**config.mk**
```make
export PLATFORM = sky130hd
export DESIGN_NAME = nfe_ram
export DESIGN_NICKNAME = d
export VERILOG_FILES = /design/src/sv/nfe_ram.sv
export SDC_FILE = /design/constraint.sdc
export NUM_CORES = 1
export LEC_CHECK = 0
export BUFFER_PORTS_ARGS = -buffer_cell sky130_fd_sc_hd__buf_4
export CAP_MARGIN = 15
export CORE_MARGIN = 2
export CORE_UTILIZATION = 60
export CTS_CLUSTER_DIAMETER = 30
export DETAILED_ROUTE_END_ITERATION = 12
export HOLD_SLACK_MARGIN = 0.03
export PLACE_DENSITY_LB_ADDON = 0.25
export SLEW_MARGIN = 0
export SYNTH_ARGS = -nofsm -noshare
export SYNTH_HDL_FRONTEND = slang
export SYNTH_SLANG_ARGS = --single-unit
```
**constraint.sdc**
```tcl
create_clock -name clk -period 2.5 [get_ports clk]
set_input_delay 0 -clock clk [delete_from_list [all_inputs] [get_ports clk]]
set_output_delay 0 -clock clk [all_outputs]
set_load 0.01 [all_outputs]
```
**src/sv/nfe_ram.sv**
```systemverilog
`timescale 1ns / 1ps
// Generic single-write, single-read RAM with registered read data.
module nfe_ram #(
  parameter int WIDTH = 16,
  parameter int DEPTH = 64
) (
  input  logic                     clk,
  input  logic                     we,
  input  logic [$clog2(DEPTH)-1:0] waddr,
  input  logic [WIDTH-1:0]         wdata,
  input  logic [$clog2(DEPTH)-1:0] raddr,
  output logic [WIDTH-1:0]         rdata
);

  logic [WIDTH-1:0] mem [DEPTH];

  always_ff @(posedge clk) begin
    if (we) begin
      mem[waddr] <= wdata;
    end
    rdata <= mem[raddr];
  end

endmodule

```
==> summary.md <==
| Metric | Value |
|---|---|
| Initial core utilization | about 61% |
| Relative slew slack | between 40 and 50% |
| Reg2Reg Capture Point | rdata[4]$_DFF_P_ |
| GR Util met3 | under 10% |
| WHS | 0.0821 ns |
| Nature of the critical path endpoint | flop |
| Initial antenna violation count | 1 |
| Number of enable flip-flop cells after synthesis | around 1,000 |
| Vias in the first global route | about 21,000 |
| Leakage power | 15.7 nW |
| Most used DFF post-synth | edfxtp_1 |
| Logic pwr share | 4.6% |
| Clk slew on worst S/H paths | around 0.05 ns |
| CTS Sinks | between 1,000 and 1,500 |
| NumNets Final | between 2,000 and 2,500 |
| GR peak layer | met2 |
| Finished Core Util | 72.4% |
| Die area | about 70,000 um^2 |
| Post-Syn Area | about 40,000 um^2 |
| Seq cells post-synth | between 1,000 and 1,500 |
| Hold EP | rdata[15]$_DFF_P_ |
| First-pass GRT wire length | roughly 140,000 um |
| CTS Buf Count | ~160 |
| Power Density | around 890 nW/um^2 |
| Via Count | ~21,000 |
| Remaining antenna violation count | 0 |
| Slowest CP cell | dlygate4sd3_1 |
| Clk_lat worst skew | ~0.74 ns |
| Sequential fraction of the synthesis area | between 70% and 80% |
| Max IR drop VDD | about 0.80 mV |
| Final TNS setup | 0 ns |
| CTS tree | done |
| Max Fclk | about 440 MHz |
| Clock power frac | between 40% and 50% |
| Crit-path cells | dlygate4sd3_1 > buf_4 > or3b_2 > dlygate4sd3_1 > nor2_1 > buf_4 |
| Longest Clk Path Bufs | 3 |
| Netlist cell types | 43 |
| Worst Reg-to-Reg Cells | 5 |
| Worst-path maximum fanout | 13 |
| Register share of total power | about 46% |
| Transition time of the tightest slew-check pin | ~0.86 ns |
| Hold Startpoint | raddr[3] |
| Met2 usage | between 40% and 50% |
| Routability cong. | 0.860 |
| Post-layout min period | ~2.3 ns |
| First-pass DRT Iterations | 5 |
| GR Overflow Total | 0 |
| Unrepaired setup endpoints after global routing | false |
| Cells after Synth | about 1,800 |
| Run status | finished, final reports clean |
| # setup viols final | 0 |
| Int Power | roughly 33 mW |
| Average wire per standard cell | ~31 um |
| Estimated wirelength of the detail-placed design | ~56,000 um |
| Reg2reg start | mem[30][4]$_DFFE_PP_ |
| Final Max Tran Viols | 0 |
| Async SR Flop Fraction | 0% |
| Drt via density | between 6 and 7 |
| CTS root buffer | clkbuf_16 |
| WHS Path Cells | 4 |
| DRC errors left | 0 |
| Max incr delay on CP | about 0.66 ns |
| Critical Path RT | 2.91 ns |
| Critical path type | in2reg |
| Routed wire length | about 98,000 um |
| Max_cap viols | 0 |
| Startpoint Class | input port |
| Die height | approximately 260 um |
| Port Buffers | 45 |
| H-tree Lvls | 4 |
| Die W | 262 um |
| Number of DRC markers in iteration 0 | about 2,700 |
| Layout cells sized above 1 | 32.1% |
| Area growth, synth to finish | 19.1% |
| IO Count | 46 |
| NetSw | between 9 and 10 mW |
| Fill count | ~3,700 |
| CORE AREA | 65,900 um^2 |
| Part of the cycle the worst path needs | approximately 90% |
| ANT cells | 0 |
| Synth Warn # | 0 |
| R2R setup slack | a little under 0.3 ns |
| Overall routing resource usage | 28.8% |
| Largest net degree at the start of global routing | 65 |
| Post-CTS sizing | 0 |
| GR Layer Usage met1 | just over 40% |
| Switching part of the total power | a little over a fifth |
| Endpoints failing hold | 0 |
| Min-delay worst type | in2reg |
| Row cnt | 94 |
| Synth Net Count | 1,859 |
| Clock Skew | 0.0247 ns |
| CP Data Arrival Time | roughly 2.7 ns |
| Post-Syn Area per Cell | ~22 um^2 |
-- layout by cell type, fill, tap and decap left out, types with 8 or more instances in the layout --
master         netlist  layout
nand3_1             24      24
clkbuf_16            0     158
a211o_1              8       8
edfxtp_1          1024    1024
clkinvlp_4           0      22
a22oi_1             39      39
dlygate4sd3_1        0      29
a31oi_1              8       8
buf_4               13     187
mux4_2             220     220
nor2_1              72      72
clkbuf_1            24      11
a211oi_1             8       8
buf_12               5      18
a311oi_1             8       8
a221oi_1            16      16
clkinv_4             0      15
clkinv_1             0      17
inv_6                0      20
nor2b_1             30      30
nand4_1             12      12
clkinv_2             0      22
mux2i_1             85      85
a21oi_1             17      17
mux2_2              27      27
dfxtp_1             16      16
bufinv_16            0      16
nand2_1             59      59
-- cells in the mapped netlist, drive strengths merged, types with 3 or more instances --
cell type,instances,share of area (%)
a211o,8,0.17
a211oi,8,0.15
a21oi,17,0.21
a221o,6,0.15
a221oi,16,0.35
a22o,6,0.13
a22oi,39,0.73
a311oi,8,0.17
a31oi,8,0.12
a41oi,5,0.11
and4,5,0.11
buf,77,1.6
clkbuf,27,0.27
dfxtp,16,0.80
edfxtp,1024,77
mux2,27,0.76
mux2i,85,2.1
mux4,224,13
nand2,60,0.58
nand2b,3,0.047
nand3,24,0.30
nand4,12,0.19
nor2,74,0.71
nor2b,30,0.47
nor4,3,0.094
o21ai,8,0.10
-- routing by layer --
metal | vias to the layer above | routed length, um
li1 | 8325 | -
met1 | 10900 | 37600
met2 | 1220 | 47200
met3 | 186 | 9560
met4 | 2 | 3320
met5 | - | 13
-- power groups by stage --
stage | combinational (mW) | clock, mW | sequential [mW]
3_5_place_dp | 1.90 | 0 | 19.7
2_1_floorplan | 0.999 | 0 | 19.7
3_3_place_gp | 1.86 | 0 | 19.7
6_report | 1.96 | 21.3 | 19.4
4_1_cts | 1.96 | 21.4 | 19.4
5_1_grt | 2.06 | 22.2 | 19.4
-- per-stage QoR --
step                      setup slack [ns]  cell area, um^2  std cells  power (mW)
after floorplan                      0.465            40000       1829        20.7
after global placement               0.116            42200       2797        21.6
after detailed placement             0.124            42200       2797        21.6
after CTS                            0.334            47700       3111        42.8
after global routing                 0.249            47700       3111        43.7
final                                0.245            47700       3111        42.6
-- what timing repair did --
item / in CTS / in global routing
hold buffers: 29 / 0
hold endpoints to repair: 1191 / 0
setup buffers: 0 / 0
-- sequential cells by signal, indices dropped and copies added, names as in the netlist --
signal,count
mem,1024
rdata,16
-- cells by family (layout without fill, tap and decap cells) --
group | after synthesis | count (layout) | synth area share [%]
multiplexers | 336 | 336 | 15.5
AO/OA/AOI/OAI | 129 | 129 | 2.41
flip-flops | 1040 | 1040 | 77.6
buffers and inverters | 104 | 522 | 1.83
AND/OR/NAND/NOR | 220 | 220 | 2.65
-- area by class of cell --
cell class | instances | area [um^2] | share of cell area [%]
Sequential cell | 1040 | 31100 | 65.2
Tap cell | 864 | 1080 | 2.27
Multi-Input combinational cell | 685 | 8250 | 17.3
Clock inverter | 114 | 1150 | 2.42
Timing Repair Buffer | 237 | 2100 | 4.40
Clock buffer | 171 | 4020 | 8.44
-- worst max-delay path by stage --
stage / slack (ns) / to / startpoint / cells past startpoint
after global placement: 0.12 / rdata[4]$_DFF_P_ / raddr[0] / 7
final: 0.24 / mem[38][13]$_DFFE_PP_ / waddr[3] / 6
after global routing: 0.25 / mem[34][11]$_DFFE_PP_ / waddr[3] / 6
after floorplan: 0.47 / mem[48][0]$_DFFE_PP_ / waddr[3] / 4
after CTS: 0.33 / mem[34][11]$_DFFE_PP_ / waddr[3] / 6
after detailed placement: 0.12 / rdata[4]$_DFF_P_ / raddr[0] / 7
-- worst max-delay path: cells and delay by family --
family / cells / cell delay, ns
buffers and inverters: 4 / 1.80
and+or+nand+nor: 2 / 0.85
Power figures use the tool's default switching activity.
