<file path="config.mk">
export PLATFORM = sky130hd
export DESIGN_NAME = nfe_mac
export DESIGN_NICKNAME = d
export VERILOG_FILES = /design/src/sv/nfe_pkg.sv /design/src/sv/nfe_mac.sv
export SDC_FILE = /design/constraint.sdc
export NUM_CORES = 1
export LEC_CHECK = 0
export BUFFER_PORTS_ARGS = -buffer_cell sky130_fd_sc_hd__buf_2
export CAP_MARGIN = 20
export CORE_ASPECT_RATIO = 1.1
export CORE_MARGIN = 5
export CORE_UTILIZATION = 40
export DETAILED_ROUTE_END_ITERATION = 10
export GPL_TIMING_DRIVEN = 0
export PLACE_DENSITY = 0.61
export RECOVER_POWER = 25
export SYNTH_ARGS = -nofsm -noshare
export SYNTH_HDL_FRONTEND = slang
export SYNTH_SLANG_ARGS = --single-unit
</file>
<file path="constraint.sdc">
create_clock -name clk -period 7.1 [get_ports clk]
set_input_delay 0.355 -clock clk [delete_from_list [all_inputs] [get_ports clk]]
set_output_delay 0.355 -clock clk [all_outputs]
set_load 0.05 [all_outputs]
</file>
<file path="src/sv/nfe_pkg.sv">
`timescale 1ns / 1ps
// Shared constants, payload types and sequencer states of the neural field update core.
package nfe_pkg;

  localparam int FIELD_ROWS      = 32;
  localparam int FIELD_COLS      = 32;
  localparam int KERNEL_MAX_ROWS = 9;
  localparam int KERNEL_MAX_COLS = 9;

  localparam int CELL_COUNT = FIELD_ROWS * FIELD_COLS;
  localparam int TAP_COUNT  = KERNEL_MAX_ROWS * KERNEL_MAX_COLS;
  localparam int POS_W      = $clog2(CELL_COUNT);
  localparam int FA_W       = $clog2(2 * CELL_COUNT);
  localparam int KA_W       = $clog2(TAP_COUNT);
  localparam int KDIM_W     = 4;
  localparam int COORD_W    = 12;

  // shared multiplier and accumulator widths
  localparam int MA_W    = 22;
  localparam int MB_W    = 17;
  localparam int P_W     = MA_W + MB_W;
  localparam int ACC_W   = 64;
  localparam int SUM_W   = 36;
  localparam int INNER_W = 39;
  localparam int SPLIT_S = 18;
  localparam int SPLIT_I = 20;
  localparam int Q12     = 12;
  localparam int Q24     = 24;
  localparam int ONE_Q12 = 4096;

  localparam logic [2:0] CFG_KERNEL_ROWS   = 3'd0;
  localparam logic [2:0] CFG_KERNEL_COLS   = 3'd1;
  localparam logic [2:0] CFG_TIME_STEP     = 3'd2;
  localparam logic [2:0] CFG_RESTING_LEVEL = 3'd3;
  localparam logic [2:0] CFG_INPUT_WEIGHT  = 3'd4;
  localparam logic [2:0] CFG_KERNEL_WEIGHT = 3'd5;
  localparam logic [2:0] CFG_WRAP_EDGES    = 3'd6;

  localparam logic MODE_WEIGHT = 1'b0;
  localparam logic MODE_STEP   = 1'b1;

  typedef struct packed {
    logic               mode;
    logic [6:0]         weight_index;
    logic signed [15:0] weight_value;
    logic signed [15:0] stimulus;
  } in_t;

  typedef struct packed {
    logic signed [15:0] activity;
    logic               last_of_frame;
    logic               saturated;
  } out_t;

  // one request to the shared multiply-accumulate unit
  typedef struct packed {
    logic                   valid;
    logic                   clr;
    logic signed [MA_W-1:0] a;
    logic signed [MB_W-1:0] b;
    logic [4:0]             sh;
  } mac_op_t;

  typedef enum logic [4:0] {
    S_IDLE, S_TAPS, S_UREAD, S_UCAP, S_SUM,
    S_I0, S_I1, S_I2, S_I3, S_I4, S_IW, S_INNER,
    S_T0, S_T1, S_T2, S_T3, S_TW, S_FIN
  } state_t;

endpackage

</file>
<file path="src/sv/nfe_mac.sv">
`timescale 1ns / 1ps
// Shared multiplier with registered product and a shifting 64-bit accumulator.
module nfe_mac
  import nfe_pkg::*;
(
  input  logic                    clk,
  input  logic                    rst,
  input  mac_op_t                 op,
  output logic signed [ACC_W-1:0] acc
);

  logic signed [P_W-1:0]   prod;
  logic                    p_vld;
  logic                    p_clr;
  logic [4:0]              p_sh;
  logic signed [ACC_W-1:0] addend;

  always_ff @(posedge clk) begin
    if (rst) begin
      p_vld <= 1'b0;
    end else begin
      p_vld <= op.valid;
    end
    prod  <= op.a * op.b;
    p_clr <= op.clr;
    p_sh  <= op.sh;
  end

  assign addend = ACC_W'(prod) <<< p_sh;

  always_ff @(posedge clk) begin
    if (p_vld) begin
      acc <= (p_clr ? '0 : acc) + addend;
    end
  end

endmodule

</file>
==> metrics.cfg <==
[worst_setup_path]
cpMaxStageDelayCell=fa_1
cp.arrival_ps=7120
critical_path.reg2reg.startpoint=p_sh[0]
crit_chain=buf_2 > clkbuf_1 > nand2_1 > fa_1 > inv_1 > fa_1 > fa_1 > fa_1 > fa_1 > inv_1 > fa_1 > inv_1 > ha_1 > clkbuf_1 > and2_1 > and4_1 > inv_1 > a211oi_1 > o21ai_1 > a31oi_1 > o41ai_1 > o21ba_2 > xnor2_1
r2r_setup_slack_ps=1490
cp-start-kind=primary input
critPathRequiredTime_ps=7360
critPathMaxFanout=10
cp_num_cells=23
ff_to_ff_path_depth=17
worst_path_most_repeated_cell=fa_1
worst_setup_path_type=primary input to flop
sort_of_element_at_the_end_of_the_critical_path=flop
reg2reg_to=acc[57]
path_delay_family=adder cells
cp_num_buf_inv=7
timing.critical_path.slowest_cell_delay_ps=570

[timing]
final_min_period_over_clock_period=0.967
peak_freq_mhz=146
least_margin_pin_slew_ps=3000
final.min_clock_period_ps=6870
hold_viol=0
tns_ps=0
drv_slew=65
maxSlewHeadroom=-0.998
finalSetupViolations=0
setup_repair_after_global_routing_missed_its_margin=no
finClkSkew_ps=12.5

[cells_and_area]
seq_area_mm2=0.00284
multiInputGateArea_mm2=0.0182
finalCoreUtilization=0.433
layout.filler_cells=5665
fin_nets=3232
antenna_cells=0
layout_cells_sized_above_1=0.0741
area_growth_pct=7.41

[grt]
grt_pass1_vias=19328
grt-ovfl-total=0
largest_net_degree_at_the_start_of_global_routing=65
first_pass_grt_wire_length_mm=106
grt_antenna_before_repair=0
global_route_usage_over_all_layers=0.211

[die]
number_of_cell_rows=92
effective_utilization_at_floorplan=0.404
die_h_um=262
fp.dieW_um=239
design.core.area_mm2=0.0573
die_area_mm2=0.0627
number_of_ports_placed_on_the_die_boundary=112

[drt]
final_antenna_net_count=0
drc=0
route.detailed.vias_per_inst=5.36
drt_pass1_iterations=5
wl_per_cell_um=19.3
first_iter_violations=1235
detail_route.wirelength_mm=65.9
via_count=18273

[status]
run_status=finished with violations
failed_checks=max-capacitance violations, max-slew violations

[job]
cap_viol_max_count=1

[yosys]
yosysWarnings=0
synth.cell_area_mm2=0.0231
number_of_enable_flip_flop_cells_after_synthesis=64
synth.yosys.seq_area_share=0.123
most_instantiated_flip_flop_cell_in_the_synthesis_netlist=edfxtp_1
netlist_top_cells_area=fa_1, ha_1, edfxtp_1
yosys.area.top_type_share=0.322
synth_most_common_cell=inv_1
synth.net_count=3117
synth_common_cells=inv_1, fa_1, nand2_1
postSynthAreaPerCell_um2=9.11
fraction_of_registers_with_async_set_reset=0
netlist_instances=2539
synth.largest_area_cell=fa_1
yosys_register_bits=110
synth_cell_types=81

[clocking]
hold_buffers=0
clk_pin_slew_worst_paths_ps=80
cts_buffers=9
clock-sinks=110
htree_num_levels=3
cts_tree=built
clk_root_buffer_cell=clkbuf_16
number_of_buffers_on_the_longest_clock_path=2
insertion_delay_ps=370

[placed_design]
buffer_ports.inserted=111
dp_hpwl_mm=56.8
routabilityCongestion=0.953

[worst_hold_path]
holdPathStages=1
min_from=op[4]
worst_hold_path.endpoint=p_sh[4]
hold_path_class=primary input to flop

## kinds of logic (layout without fill, tap and decap cells)
logic type,after synthesis,count (layout),share of synthesized area
AOI/OAI and AO/OA,390,390,0.112
DFF,110,110,0.123
adders and majority gates,530,530,0.407
buffers and inverters,543,663,0.0901
xor gates and xnor gates,93,93,0.0352
and+or+nand+nor,742,742,0.162
muxes,131,131,0.0709
## worst max path at each step
stage | startpoint | slack, ps | end
after global placement | op[38] | -200 | prod[36]
after detailed placement | op[38] | -220 | prod[36]
final | op[35] | 230 | prod[36]
after CTS | op[38] | 150 | prod[36]
after floorplan | op[43] | 1200 | prod[36]
after global routing | op[42] | 9 | prod[36]
## metal layers
layer  vias to the layer above  part of all wire  GRT usage
li1                       8447                 -          -
met1                      9115              0.42      0.274
met2                       602              0.49      0.369
met3                       109             0.057     0.0238
met4                         0             0.034     0.0673
met5                         -                 0          0
## cell type report
class / instances / share of cell area
Inverter: 412 / 0.0622
Clock inverter: 7 / 0.00247
Clock buffer: 9 / 0.00906
Timing Repair Buffer: 111 / 0.0201
Multi-Input combinational cell: 1886 / 0.733
Tap cell: 752 / 0.0379
Sequential cell: 110 / 0.114
Buffer: 124 / 0.0211
## stage by stage
stage | instances | setup slack [ps] | instance area [um2] | hold WS [ps]
floorplan | 2539 | 1200 | 23100 | 383
global placement | 3402 | -200 | 24600 | 459
detailed placement | 3402 | -216 | 24600 | 459
CTS | 3418 | 150 | 24900 | 67.9
global route | 3411 | 9.40 | 24800 | 66.4
finish | 3411 | 235 | 24800 | 74.9
## repair_timing
action                                 CTS  global route
endpoints found under the hold margin    0             0
setup endpoints to repair                0             2
gates resized for setup                  0            22
buffers inserted                         0             0
## registers in the layout (all words and copies together), names as in the netlist
name / cells
prod: 39
p_vld: 1
p_sh: 5
acc: 64
p_clr: 1
## placed cells by master, fill, tap and decap left out, types with 8 or more instances in the layout
| cell type | Yosys | final |
|---|---|---|
| xnor2_1 | 71 | 71 |
| o211ai_1 | 13 | 13 |
| edfxtp_1 | 64 | 64 |
| o22ai_1 | 8 | 8 |
| nand3_1 | 21 | 21 |
| o21ai_1 | 10 | 10 |
| or3_1 | 8 | 8 |
| a31oi_1 | 9 | 9 |
| mux2_2 | 32 | 32 |
| buf_1 | 11 | 11 |
| o21ai_0 | 65 | 65 |
| nor2b_1 | 76 | 76 |
| o21bai_1 | 16 | 16 |
| mux2i_1 | 76 | 76 |
| buf_2 | 13 | 79 |
| dfxtp_1 | 46 | 46 |
| xor2_1 | 22 | 22 |
| a211oi_1 | 16 | 16 |
| inv_1 | 412 | 412 |
| nor3_1 | 19 | 19 |
| o21a_1 | 14 | 14 |
| ha_1 | 158 | 158 |
| fa_1 | 372 | 372 |
| mux4_2 | 23 | 23 |
| nor2_1 | 96 | 96 |
| nand2_1 | 269 | 269 |
| a21oi_1 | 116 | 116 |
| nand4_1 | 17 | 17 |
| clkbuf_16 | 0 | 9 |
| clkbuf_1 | 100 | 127 |
| and2_1 | 162 | 160 |
| clkbuf_2 | 0 | 11 |
| a21o_1 | 53 | 53 |
| nand2b_1 | 26 | 26 |
| and3_1 | 15 | 15 |
Power is left out: the tool's default activity adds up to more than one toggle a clock period on the data nets, which glitch-free logic cannot reach.
